<file path="src/rtl/dcqs_pkg.sv">
// ============================================================================
// dcqs_pkg
// constants, types and crc helpers for the daisy-chain query sequencer
// ============================================================================
package dcqs_pkg;

   localparam int CHAIN_SLOTS = 9;

   localparam int PRE_W = 10;
   localparam int POS_W = 11;
   localparam int CW    = POS_W + 1;

   localparam logic [PRE_W-1:0] PREAMBLE_RESET = 10'd430;
   localparam logic [CW-1:0]    FRAME_LEN      = CW'(5);
   localparam logic [CW-1:0]    SLOT_BYTES     = CW'(4 * CHAIN_SLOTS);

   localparam logic [7:0] FRAME_HEAD = 8'h0F;
   localparam logic [7:0] FILL_BYTE  = 8'hFF;
   localparam logic [7:0] TAIL_BYTE  = 8'hF0;

   // operation codes
   localparam logic OP_START    = 1'b0;
   localparam logic OP_EXCHANGE = 1'b1;

   // register word index (byte address bit 2)
   localparam logic REG_PREAMBLE = 1'b0;

   typedef struct packed {
      logic        tx_valid;
      logic [7:0]  tx_byte;
      logic        done_res;
      logic        found;
      logic [31:0] response_word;
      logic        rejected;
   } result_type;

   function automatic logic [3:0] crc_nibble(input logic [3:0] idx);
      logic [3:0] r;
      case (idx)
         4'h0: r = 4'h0;
         4'h1: r = 4'h9;
         4'h2: r = 4'hB;
         4'h3: r = 4'h2;
         4'h4: r = 4'hF;
         4'h5: r = 4'h6;
         4'h6: r = 4'h4;
         4'h7: r = 4'hD;
         4'h8: r = 4'h7;
         4'h9: r = 4'hE;
         4'hA: r = 4'hC;
         4'hB: r = 4'h5;
         4'hC: r = 4'h8;
         4'hD: r = 4'h1;
         4'hE: r = 4'h3;
         4'hF: r = 4'hA;
         default: r = 4'h0;
      endcase
      return r;
   endfunction

   // low nibble first, then high nibble
   function automatic logic [3:0] crc_byte(input logic [3:0] crc, input logic [7:0] b);
      logic [3:0] c;
      c = crc_nibble(crc ^ b[3:0]);
      c = crc_nibble(c ^ b[7:4]);
      return c;
   endfunction

endpackage

</file>
<file path="src/rtl/daisy_chain_query_sequencer_top.sv">
// ============================================================================
// daisy_chain_query_sequencer_top
// sequencer for one query on a daisy-chained serial bus
// ============================================================================
//
//   channel   direction  handshake                 carries
//   req_      in         req_valid / req_ready     start or byte-exchange word
//   rsp_      out        rsp_valid / rsp_ready     next tx byte, done, response
//   csr_      in/out     apb, pready tied high     preamble_length at 0x0
//
// every request word is handled in the cycle it is accepted and its result
// lands in the response register at that edge
// a new request is taken every cycle while the response register is empty or
// being drained; the only thing that stops intake is a stalled response
// reset (synchronous, active high) drops any query in flight and restores the
// preamble length to 430
// ============================================================================
module daisy_chain_query_sequencer_top (
   input  logic        clock,
   input  logic        reset,

   // request channel
   input  logic        req_valid,
   output logic        req_ready,
   input  logic        req_operation,
   input  logic [7:0]  req_target_id,
   input  logic [3:0]  req_command_code,
   input  logic [15:0] req_data_word,
   input  logic [7:0]  req_rx_byte,

   // response channel
   output logic        rsp_valid,
   input  logic        rsp_ready,
   output logic        rsp_tx_valid,
   output logic [7:0]  rsp_tx_byte,
   output logic        rsp_done_res,
   output logic        rsp_found,
   output logic [31:0] rsp_response_word,
   output logic        rsp_rejected,

   // register port
   input  logic        csr_psel,
   input  logic        csr_penable,
   input  logic        csr_pwrite,
   input  logic [2:0]  csr_paddr,
   input  logic [31:0] csr_pwdata,
   output logic [31:0] csr_prdata,
   output logic        csr_pready
);
   import dcqs_pkg::*;

   logic [PRE_W-1:0] preamble_ff;
   logic             rsp_valid_ff, rsp_valid_in;
   result_type       rsp_data_ff;
   result_type       result;
   logic             fire;
   logic             csr_write;

   // apb register: word index is address bit 2
   assign csr_pready = 1'b1;
   assign csr_write  = csr_psel && csr_penable && csr_pwrite && csr_pready;
   assign csr_prdata = (csr_paddr[2] == REG_PREAMBLE)
                       ? {{(32-PRE_W){1'b0}}, preamble_ff} : 32'h0;

   always_ff @(posedge clock) begin
      if (reset) begin
         preamble_ff <= PREAMBLE_RESET;
      end else if (csr_write && csr_paddr[2] == REG_PREAMBLE) begin
         preamble_ff <= csr_pwdata[PRE_W-1:0];
      end
   end

   // intake runs whenever the response register is free or emptying
   assign req_ready = !rsp_valid_ff || rsp_ready;
   assign fire      = req_valid && req_ready;

   dcqs_engine u_engine (
      .clock           (clock),
      .reset           (reset),
      .fire            (fire),
      .operation       (req_operation),
      .target_id       (req_target_id),
      .command_code    (req_command_code),
      .data_word       (req_data_word),
      .rx_byte         (req_rx_byte),
      .preamble_length (preamble_ff),
      .result          (result)
   );

   // response register: loads on each accepted word, holds while stalled
   always_comb begin
      rsp_valid_in = rsp_valid_ff;
      if (fire) begin
         rsp_valid_in = 1'b1;
      end else if (rsp_ready) begin
         rsp_valid_in = 1'b0;
      end
   end

   always_ff @(posedge clock) begin
      if (reset) begin
         rsp_valid_ff <= 1'b0;
      end else begin
         rsp_valid_ff <= rsp_valid_in;
      end
   end

   always_ff @(posedge clock) begin
      if (fire) begin
         rsp_data_ff <= result;
      end
   end

   assign rsp_valid         = rsp_valid_ff;
   assign rsp_tx_valid      = rsp_data_ff.tx_valid;
   assign rsp_tx_byte       = rsp_data_ff.tx_byte;
   assign rsp_done_res      = rsp_data_ff.done_res;
   assign rsp_found         = rsp_data_ff.found;
   assign rsp_response_word = rsp_data_ff.response_word;
   assign rsp_rejected      = rsp_data_ff.rejected;

endmodule

</file>
<file path="src/rtl/dcqs_frame.sv">
// ============================================================================
// dcqs_frame
// builds the five-byte command frame with its nibble crc
// ============================================================================
module dcqs_frame (
   input  logic [7:0]  target_id,
   input  logic [3:0]  command_code,
   input  logic [15:0] data_word,
   output logic [39:0] frame
);
   import dcqs_pkg::*;

   logic [7:0] b0;
   logic [7:0] b1;
   logic [7:0] b2;
   logic [3:0] crc;

   always_comb begin
      b0  = {data_word[3:0], 4'h0};
      b1  = data_word[11:4];
      b2  = {command_code, data_word[15:12]};
      crc = crc_byte(4'h0, b0);
      crc = crc_byte(crc, b1);
      crc = crc_byte(crc, b2);
      crc = crc_byte(crc, target_id);
      // frame[7:0], the head byte, goes out first; b0 with the crc goes out last
      frame = {b0 | {4'h0, crc}, b1, b2, target_id, FRAME_HEAD};
   end

endmodule

</file>
<file path="src/rtl/dcqs_engine.sv">
// ============================================================================
// dcqs_engine
// query state, byte schedule and slot matching; one fired word per cycle
// ============================================================================
module dcqs_engine (
   input  logic                      clock,
   input  logic                      reset,
   input  logic                      fire,
   input  logic                      operation,
   input  logic [7:0]                target_id,
   input  logic [3:0]                command_code,
   input  logic [15:0]               data_word,
   input  logic [7:0]                rx_byte,
   input  logic [dcqs_pkg::PRE_W-1:0] preamble_length,
   output dcqs_pkg::result_type      result
);
   import dcqs_pkg::*;

   logic             busy_ff,     busy_in;
   logic [POS_W-1:0] pos_ff,      pos_in;
   logic [39:0]      frame_ff,    frame_in;
   logic [7:0]       qid_ff,      qid_in;
   logic [31:0]      capture_ff,  capture_in;
   logic             match_ff,    match_in;
   logic [31:0]      matched_ff,  matched_in;

   logic [39:0]   frame_new;
   logic [CW-1:0] pre_ext;
   logic [CW-1:0] slot_start;
   logic [CW-1:0] total_len;
   logic [CW-1:0] pos_ext;
   logic [CW-1:0] slot_off;
   logic [CW-1:0] next_pos;
   logic          in_slots;

   function automatic logic [7:0] byte_at(
      input logic [CW-1:0] pos,
      input logic [CW-1:0] pre,
      input logic [39:0]   frm
   );
      logic [CW-1:0] off;
      logic [7:0]    r;
      off = pos - pre;
      if (pos < pre) begin
         r = 8'h00;
      end else if (pos < pre + FRAME_LEN) begin
         case (off[2:0])
            3'd0:    r = frm[7:0];
            3'd1:    r = frm[15:8];
            3'd2:    r = frm[23:16];
            3'd3:    r = frm[31:24];
            3'd4:    r = frm[39:32];
            default: r = 8'h00;
         endcase
      end else if (pos < pre + FRAME_LEN + SLOT_BYTES) begin
         r = FILL_BYTE;
      end else begin
         r = TAIL_BYTE;
      end
      return r;
   endfunction

   dcqs_frame u_frame (
      .target_id    (target_id),
      .command_code (command_code),
      .data_word    (data_word),
      .frame        (frame_new)
   );

   always_comb begin
      pre_ext    = {{(CW-PRE_W){1'b0}}, preamble_length};
      slot_start = pre_ext + FRAME_LEN;
      total_len  = slot_start + SLOT_BYTES + CW'(1);
      pos_ext    = {1'b0, pos_ff};
      slot_off   = pos_ext - slot_start;
      in_slots   = (pos_ext >= slot_start) && (slot_off < SLOT_BYTES);
      next_pos   = pos_ext + CW'(1);

      busy_in    = busy_ff;
      pos_in     = pos_ff;
      frame_in   = frame_ff;
      qid_in     = qid_ff;
      capture_in = capture_ff;
      match_in   = match_ff;
      matched_in = matched_ff;
      result     = '0;

      if (operation == OP_START) begin
         if (busy_ff) begin
            result.rejected = 1'b1;
         end else begin
            frame_in       = frame_new;
            qid_in         = target_id;
            busy_in        = 1'b1;
            pos_in         = '0;
            capture_in     = '0;
            match_in       = 1'b0;
            matched_in     = '0;
            result.tx_valid = 1'b1;
            result.tx_byte  = byte_at('0, pre_ext, frame_new);
         end
      end else if (!busy_ff) begin
         result.rejected = 1'b1;
      end else begin
         if (in_slots) begin
            capture_in = {capture_ff[23:0], rx_byte};
            // slot complete: second byte of the slot carries the device id
            if (slot_off[1:0] == 2'd3 && !match_ff && capture_in[23:16] == qid_ff) begin
               match_in   = 1'b1;
               matched_in = capture_in;
            end
         end
         if (next_pos >= total_len) begin
            busy_in              = 1'b0;
            pos_in               = '0;
            result.done_res      = 1'b1;
            result.found         = match_in;
            result.response_word = match_in ? matched_in : 32'h0;
         end else begin
            pos_in          = next_pos[POS_W-1:0];
            result.tx_valid = 1'b1;
            result.tx_byte  = byte_at(next_pos, pre_ext, frame_ff);
         end
      end
   end

   always_ff @(posedge clock) begin
      if (reset) begin
         busy_ff  <= 1'b0;
         pos_ff   <= '0;
         match_ff <= 1'b0;
      end else if (fire) begin
         busy_ff  <= busy_in;
         pos_ff   <= pos_in;
         match_ff <= match_in;
      end
   end

   always_ff @(posedge clock) begin
      if (fire) begin
         frame_ff   <= frame_in;
         qid_ff     <= qid_in;
         capture_ff <= capture_in;
         matched_ff <= matched_in;
      end
   end

endmodule

</file>
<file path="config.mk">
export PLATFORM = sky130hd
export DESIGN_NAME = daisy_chain_query_sequencer_top
export DESIGN_NICKNAME = d
export VERILOG_FILES = /design/src/rtl/dcqs_pkg.sv /design/src/rtl/daisy_chain_query_sequencer_top.sv /design/src/rtl/dcqs_frame.sv /design/src/rtl/dcqs_engine.sv
export SDC_FILE = /design/constraint.sdc
export NUM_CORES = 1
export LEC_CHECK = 0
export BUFFER_PORTS_ARGS = -buffer_cell sky130_fd_sc_hd__buf_2
export CAP_MARGIN = 20
export CORE_MARGIN = 2
export CORE_UTILIZATION = 40
export CTS_CLUSTER_SIZE = 16
export DETAILED_ROUTE_END_ITERATION = 6
export SETUP_SLACK_MARGIN = 0.4
export SLEW_MARGIN = 30
export SYNTH_ARGS = -nofsm -noshare
export SYNTH_HDL_FRONTEND = slang
export SYNTH_HIERARCHICAL = 1
export SYNTH_SLANG_ARGS = --single-unit
</file>
<file path="constraint.sdc">
create_clock -name clock -period 7.8 [get_ports clock]
set_input_delay 2.34 -clock clock [delete_from_list [all_inputs] [get_ports clock]]
set_output_delay 2.34 -clock clock [all_outputs]
set_load 0.005 [all_outputs]
</file>
* Word-level counts from Yosys, hierarchy flattened
Memory sizes are Yosys's and may differ from the RTL's. Index checks and enable logic that the tools add are counted.
Word-level totals: bits in registers 164, memory bits (read-only) 448, input bits 79, output and inout bits 79, memories 7
Memories:
- (name not given) | words 16, width 4, read ports 1, clocked after Yosys merged registers in 0, write ports 0, RTL line dcqs_pkg.sv:39 | case (idx)
- (name not given) | words 16, width 4, read ports 1, clocked after Yosys merged registers in 0, write ports 0, RTL line dcqs_pkg.sv:39
- (name not given) | words 16, width 4, read ports 1, clocked after Yosys merged registers in 0, write ports 0, RTL line dcqs_pkg.sv:39
- (name not given) | words 16, width 4, read ports 1, clocked after Yosys merged registers in 0, write ports 0, RTL line dcqs_pkg.sv:39
- (name not given) | words 16, width 4, read ports 1, clocked after Yosys merged registers in 0, write ports 0, RTL line dcqs_pkg.sv:39
- (name not given) | words 16, width 4, read ports 1, clocked after Yosys merged registers in 0, write ports 0, RTL line dcqs_pkg.sv:39
- +1 memories
Cells by class: $add $sub $neg 7, order comparisons 9, equality and inequality tests 13, mux-type cells 42, bitwise gates (word level) 10, reduce and logical (&&, ||, !) cells 19
Operators by type and width (number):
- $mux 32 | 6
- $pmux 8 s5 | 2
- $mux 24 | 3
- $mux 11 | 4
- $mux 43 | 1
- $mux 34 | 1
- $mux 8 | 4
- $mux 9 | 3
- $lt 1x12->1 const A | 2
- $xor 4x4->4 | 6
- $mux 1 | 15
- $add 11x1->12 const B | 1
- $add 12x1->12 const B | 1
- $add 12x6->12 const B | 1
- $eq 3x2->1 const B | 4
- $ge 11x12->1 | 1
- $ge 12x12->1 | 1
- $lt 12x10->1 | 1
- $lt 12x11->1 | 1
- $lt 12x12->1 | 1
- $lt 12x6->1 const B | 1
- $sub 11x12->12 | 1
- $add 10x3->11 const B | 1
- $lt 1x10->1 const A | 1
- other kinds (20) | 37

* Logic depth before layout (Yosys ltp)
An unclocked memory read counts as a cell.
depth in word-level cells 19, gate-level depth with buffers 19

* Cells and area by module
The synthesis kept the hierarchy.
By module, submodules not included:
- dcqs_engine | times used 1, cells each 737, area each 7821.3 µm²
- daisy_chain_query_sequencer_top | times used 1, cells each 129, area each 2033.2 µm²
- dcqs_frame | times used 1, cells each 71, area each 739.5 µm²

* Worst setup path after synthesis
Ideal clock, no wire load.
kind input to register, from input rsp_ready, to register u_engine.capture_ff[0] (enable), library setup time 440 ps, arrival 5565 ps, required time 7360 ps, setup slack 1795 ps, stages 3, path buffers 0, cells stage by stage nand2b_1 > and2_1 > nor3b_1
Between the ends: cells in the longest elaborated chain, start to end 3
Ends and longest elaborated chain:
- start: declaration | RTL line daisy_chain_query_sequencer_top.sv:33 | input logic rsp_ready,
- $logic_or 1x1->1 | RTL line daisy_chain_query_sequencer_top.sv:74 | assign req_ready = !rsp_valid_ff || rsp_ready;
- $logic_and 1x1->1 | RTL line daisy_chain_query_sequencer_top.sv:75 | assign fire = req_valid && req_ready;
- via fire | RTL line daisy_chain_query_sequencer_top.sv:56 | logic fire;
- $reduce_and 4->1 (no source line)
- end signal: assignment | RTL line dcqs_engine.sv:143 | capture_ff <= capture_in;
- end: declaration | RTL line dcqs_engine.sv:23 | logic [31:0] capture_ff, capture_in;
The timed path passes the listed nets, and every way through them passes these cells. A chain may end at the register's enable or synchronous reset.

==> out/qor.yml <==
drt_wl_total_um: 23800
crit_fanout: 9
cts.repair.resized: 0
setup_tns_ns: 0
path_depth: 16
synth_ff_type: "edfxtp_1"
p_leak_nw: 4.63
worstPathArrival_ns: 5.97
ant_nets: 0
drv_cap: 0
vias: 7285
root_buffer: "clkbuf_16"
async_flop_share: 0
ir_drop_mv: 0.140
cp_top_family: "compound AO/OA/AOI/OAI gates"
synthToLayoutAreaGrowth_pct: 10.5
grt_pass1_vias: 6958
ys_seq_area_frac: 0.465
power_frac_seq: 0.475
power_density_nw_per_um2: 194
min_delay_path_depth: 2
fmax_ghz: 0.176
antenna_found_initial: 0
final_util: 0.449
via_per_inst: 5.42
power.internal_mw: 1.63
finalClockSkew_ns: 0.0180
slew_viol_final: 0
drtIter0Drc: 731
core_um2: 26100
clockBufferDepth: 2
p_sw_frac: 0.279
syn_area_um2: 10600
grt_pass1_wl_um: 37800
avgSynthCellArea_um2: 11.3
synth-xor-area-share: 0.0790
hpwl_um: 16200
hp-class: "register to register"
synth_cell_type_count: 74
grtUsageTotal: 0.172
die_area_um2: 27800
wire_per_inst_um: 17.7
io_pins: 158
dr.pass1.iters: 5
synth_adder_area_share: 0.0794
worstSetupPathType: "register to register"
io_buffers: 110
cts_tree: "yes"
crit_top_cell: "ha_1"
nNetsFinal: 1142
p_clk_frac: 0.391
cp-end-kind: "register"
final-hold-violation-count: 0
ys_ff_latch: 172
worstSetupStartpointType: "register"
ctsHoldBuffers: 0
synth-simple-area-share: 0.115
min_period_ns: 5.69
fillCellCount: 2440
rows: 59
yosys_warnings: 6
die_h_um: 167
slowest_delay_ns: 0.73
path_cells: "ha_1 -> xnor2_1 -> ha_1 -> a211oi_1 -> xor2_1 -> nand3_1 -> a211oi_1 -> xnor2_1 -> ha_1 -> a21o_1 -> a211o_1 -> a2111oi_2 -> a21oi_1 -> a311oi_4 -> o2111ai_1 -> nand3_1"
status: "complete, no violations"
clk_latency_ns: 0.45
crit_required_ns: 8.08
final_cell_mix: "edfxtp_1 (148), buf_2 (110), nor2_1 (75)"
worst_slew_pin_slew_ns: 0.862
synth_compound_gate_area_share: 0.127
fin_crit_sh: 0.729
grt_setup_unrepaired: "no"
clkTransAtPathRegs_ns: 0.08
grt_start_max_net_pins: 50
maxSlewHeadroom: 0.421
drc: 0
synthMuxAreaShare: 0.0567
combPwrFrac: 0.134
final_common_cell: "edfxtp_1"
worst_hold_slack_ns: 0.521
cts_buffers: 17
h-tree-depth: 4
syn_inst: 937
n_antenna_cell: 0
p_sw_mw: 0.632
synth_edf_count: 148
die_x_um: 167
cts_setup_buffers: 0
path_buf_inv: 0
post_dp_cell_area_um2: 11100
synth_top_family_by_area: "compound AO/OA/AOI/OAI gates"
reg2regPathDepth: 16
fin_area_um2: 11700
setup_viol: 0
crit_slowest_cell: "a311oi_4"
start_util: 0.407
grt_remaining_overflow: 0
drive_gt1_frac: 0.177
cts.sink_count: 172
place.gp.congestion: 0.816
area by class of cell:
| class | instances | area, µm² | area share |
|---|---|---|---|
| clock buffer | 17 | 425 | 0.0363 |
| clock inverter | 15 | 203 | 0.0173 |
| inverter | 31 | 116 | 0.00994 |
| multi-input combinational | 656 | 5000 | 0.427 |
| sequential | 172 | 4920 | 0.421 |
| tap | 335 | 419 | 0.0358 |
| timing repair buffer | 119 | 618 | 0.0528 |
worst reg2reg max path, stage by stage, from the launching register on:
cell       delay, ns
dfxtp_1         0.54
ha_1            0.41
xnor2_1         0.21
ha_1            0.27
a211oi_1        0.35
xor2_1          0.29
nand3_1         0.17
a211oi_1        0.31
xnor2_1         0.16
ha_1            0.26
a21o_1          0.17
a211o_1         0.33
a2111oi_2       0.28
a21oi_1         0.28
a311oi_4        0.73
o2111ai_1       0.50
nand3_1         0.28
per-layer routing:
metal  global-route usage  part of all wire  vias to the layer above
li1                     -                 -                     3502
met1                0.253              0.48                     3505
met2                0.258              0.44                      250
met3               0.0302             0.057                       28
met4               0.0525             0.015                        0
met5                    0                 0                        -
power by group through the flow:
stage               Combinational (mW)  Sequential, mW  Clock [mW]
floorplan                        0.237            1.09           0
global placement                 0.301            1.10           0
detailed placement               0.303            1.10           0
CTS                              0.305            1.08       0.906
global route                     0.335            1.08       0.944
finish                           0.304            1.08       0.886
cells in the mapped netlist, types with 7 or more instances:
cell type  number  area [µm²]
edfxtp_1      148        4440
nor2_1         75         282
ha_1           64         801
buf_4          63         473
mux2i_1        51         510
xnor2_1        48         420
a21oi_1        36         180
a22o_1         32         280
and2_1         31         194
inv_1          30         113
nand2_1        30         113
clkbuf_1       25        93.8
dfxtp_1        24         480
nand3_1        23         115
o21ai_0        20         100
nor2b_1        18         113
a22oi_1        16         120
nand2b_1       15        93.8
nor3_1         15        75.1
xor2_1         13         114
a211oi_1       12        90.1
nor4_1          9        56.3
xnor3_1         9         203
a21o_1          8        60.1
a222oi_1        8        80.1
buf_2           8        40.0
mux2_2          8        90.1
nand4_1         7        43.8
flip-flops by register name (all words and copies together) (netlist names), 8 cells and up:
signal	flops
u_engine/frame_ff	40
rsp_response_word	32
u_engine/matched_ff	32
u_engine/capture_ff	24
u_engine/pos_ff	11
preamble_ff	10
rsp_tx_byte	8
u_engine/qid_ff	8
path summary, 6_finish.rpt:
| check | startpoint | endpoint | slack [ns] |
|---|---|---|---|
| max reg2reg | preamble_ff[0] | rsp_tx_byte[3] | 2.11 |
| min | rsp_valid | rsp_valid | 0.52 |
| min reg2reg | rsp_valid | rsp_valid | 0.52 |
| max | preamble_ff[0] | rsp_tx_byte[3] | 2.11 |
cell families (layout without fill, tap and decap cells):
group           after synthesis  in the layout
compound gates              183            183
buf+inv                     137            182
fa+ha+maj                    66             66
simple gates                240            240
other cells                   5             33
xor+xnor                     75             75
mux                          59             59
flops                       172            172
metrics by stage:
stage / worst slack [ns] / instances / total power, mW
2_1_floorplan: 1.80 / 965 / 1.33
5_1_grt: 1.75 / 1345 / 2.36
3_5_place_dp: 1.88 / 1313 / 1.40
6_report: 2.11 / 1345 / 2.27
4_1_cts: 1.85 / 1345 / 2.29
3_3_place_gp: 1.87 / 1313 / 1.40
(Power assumes the default switching activity.)
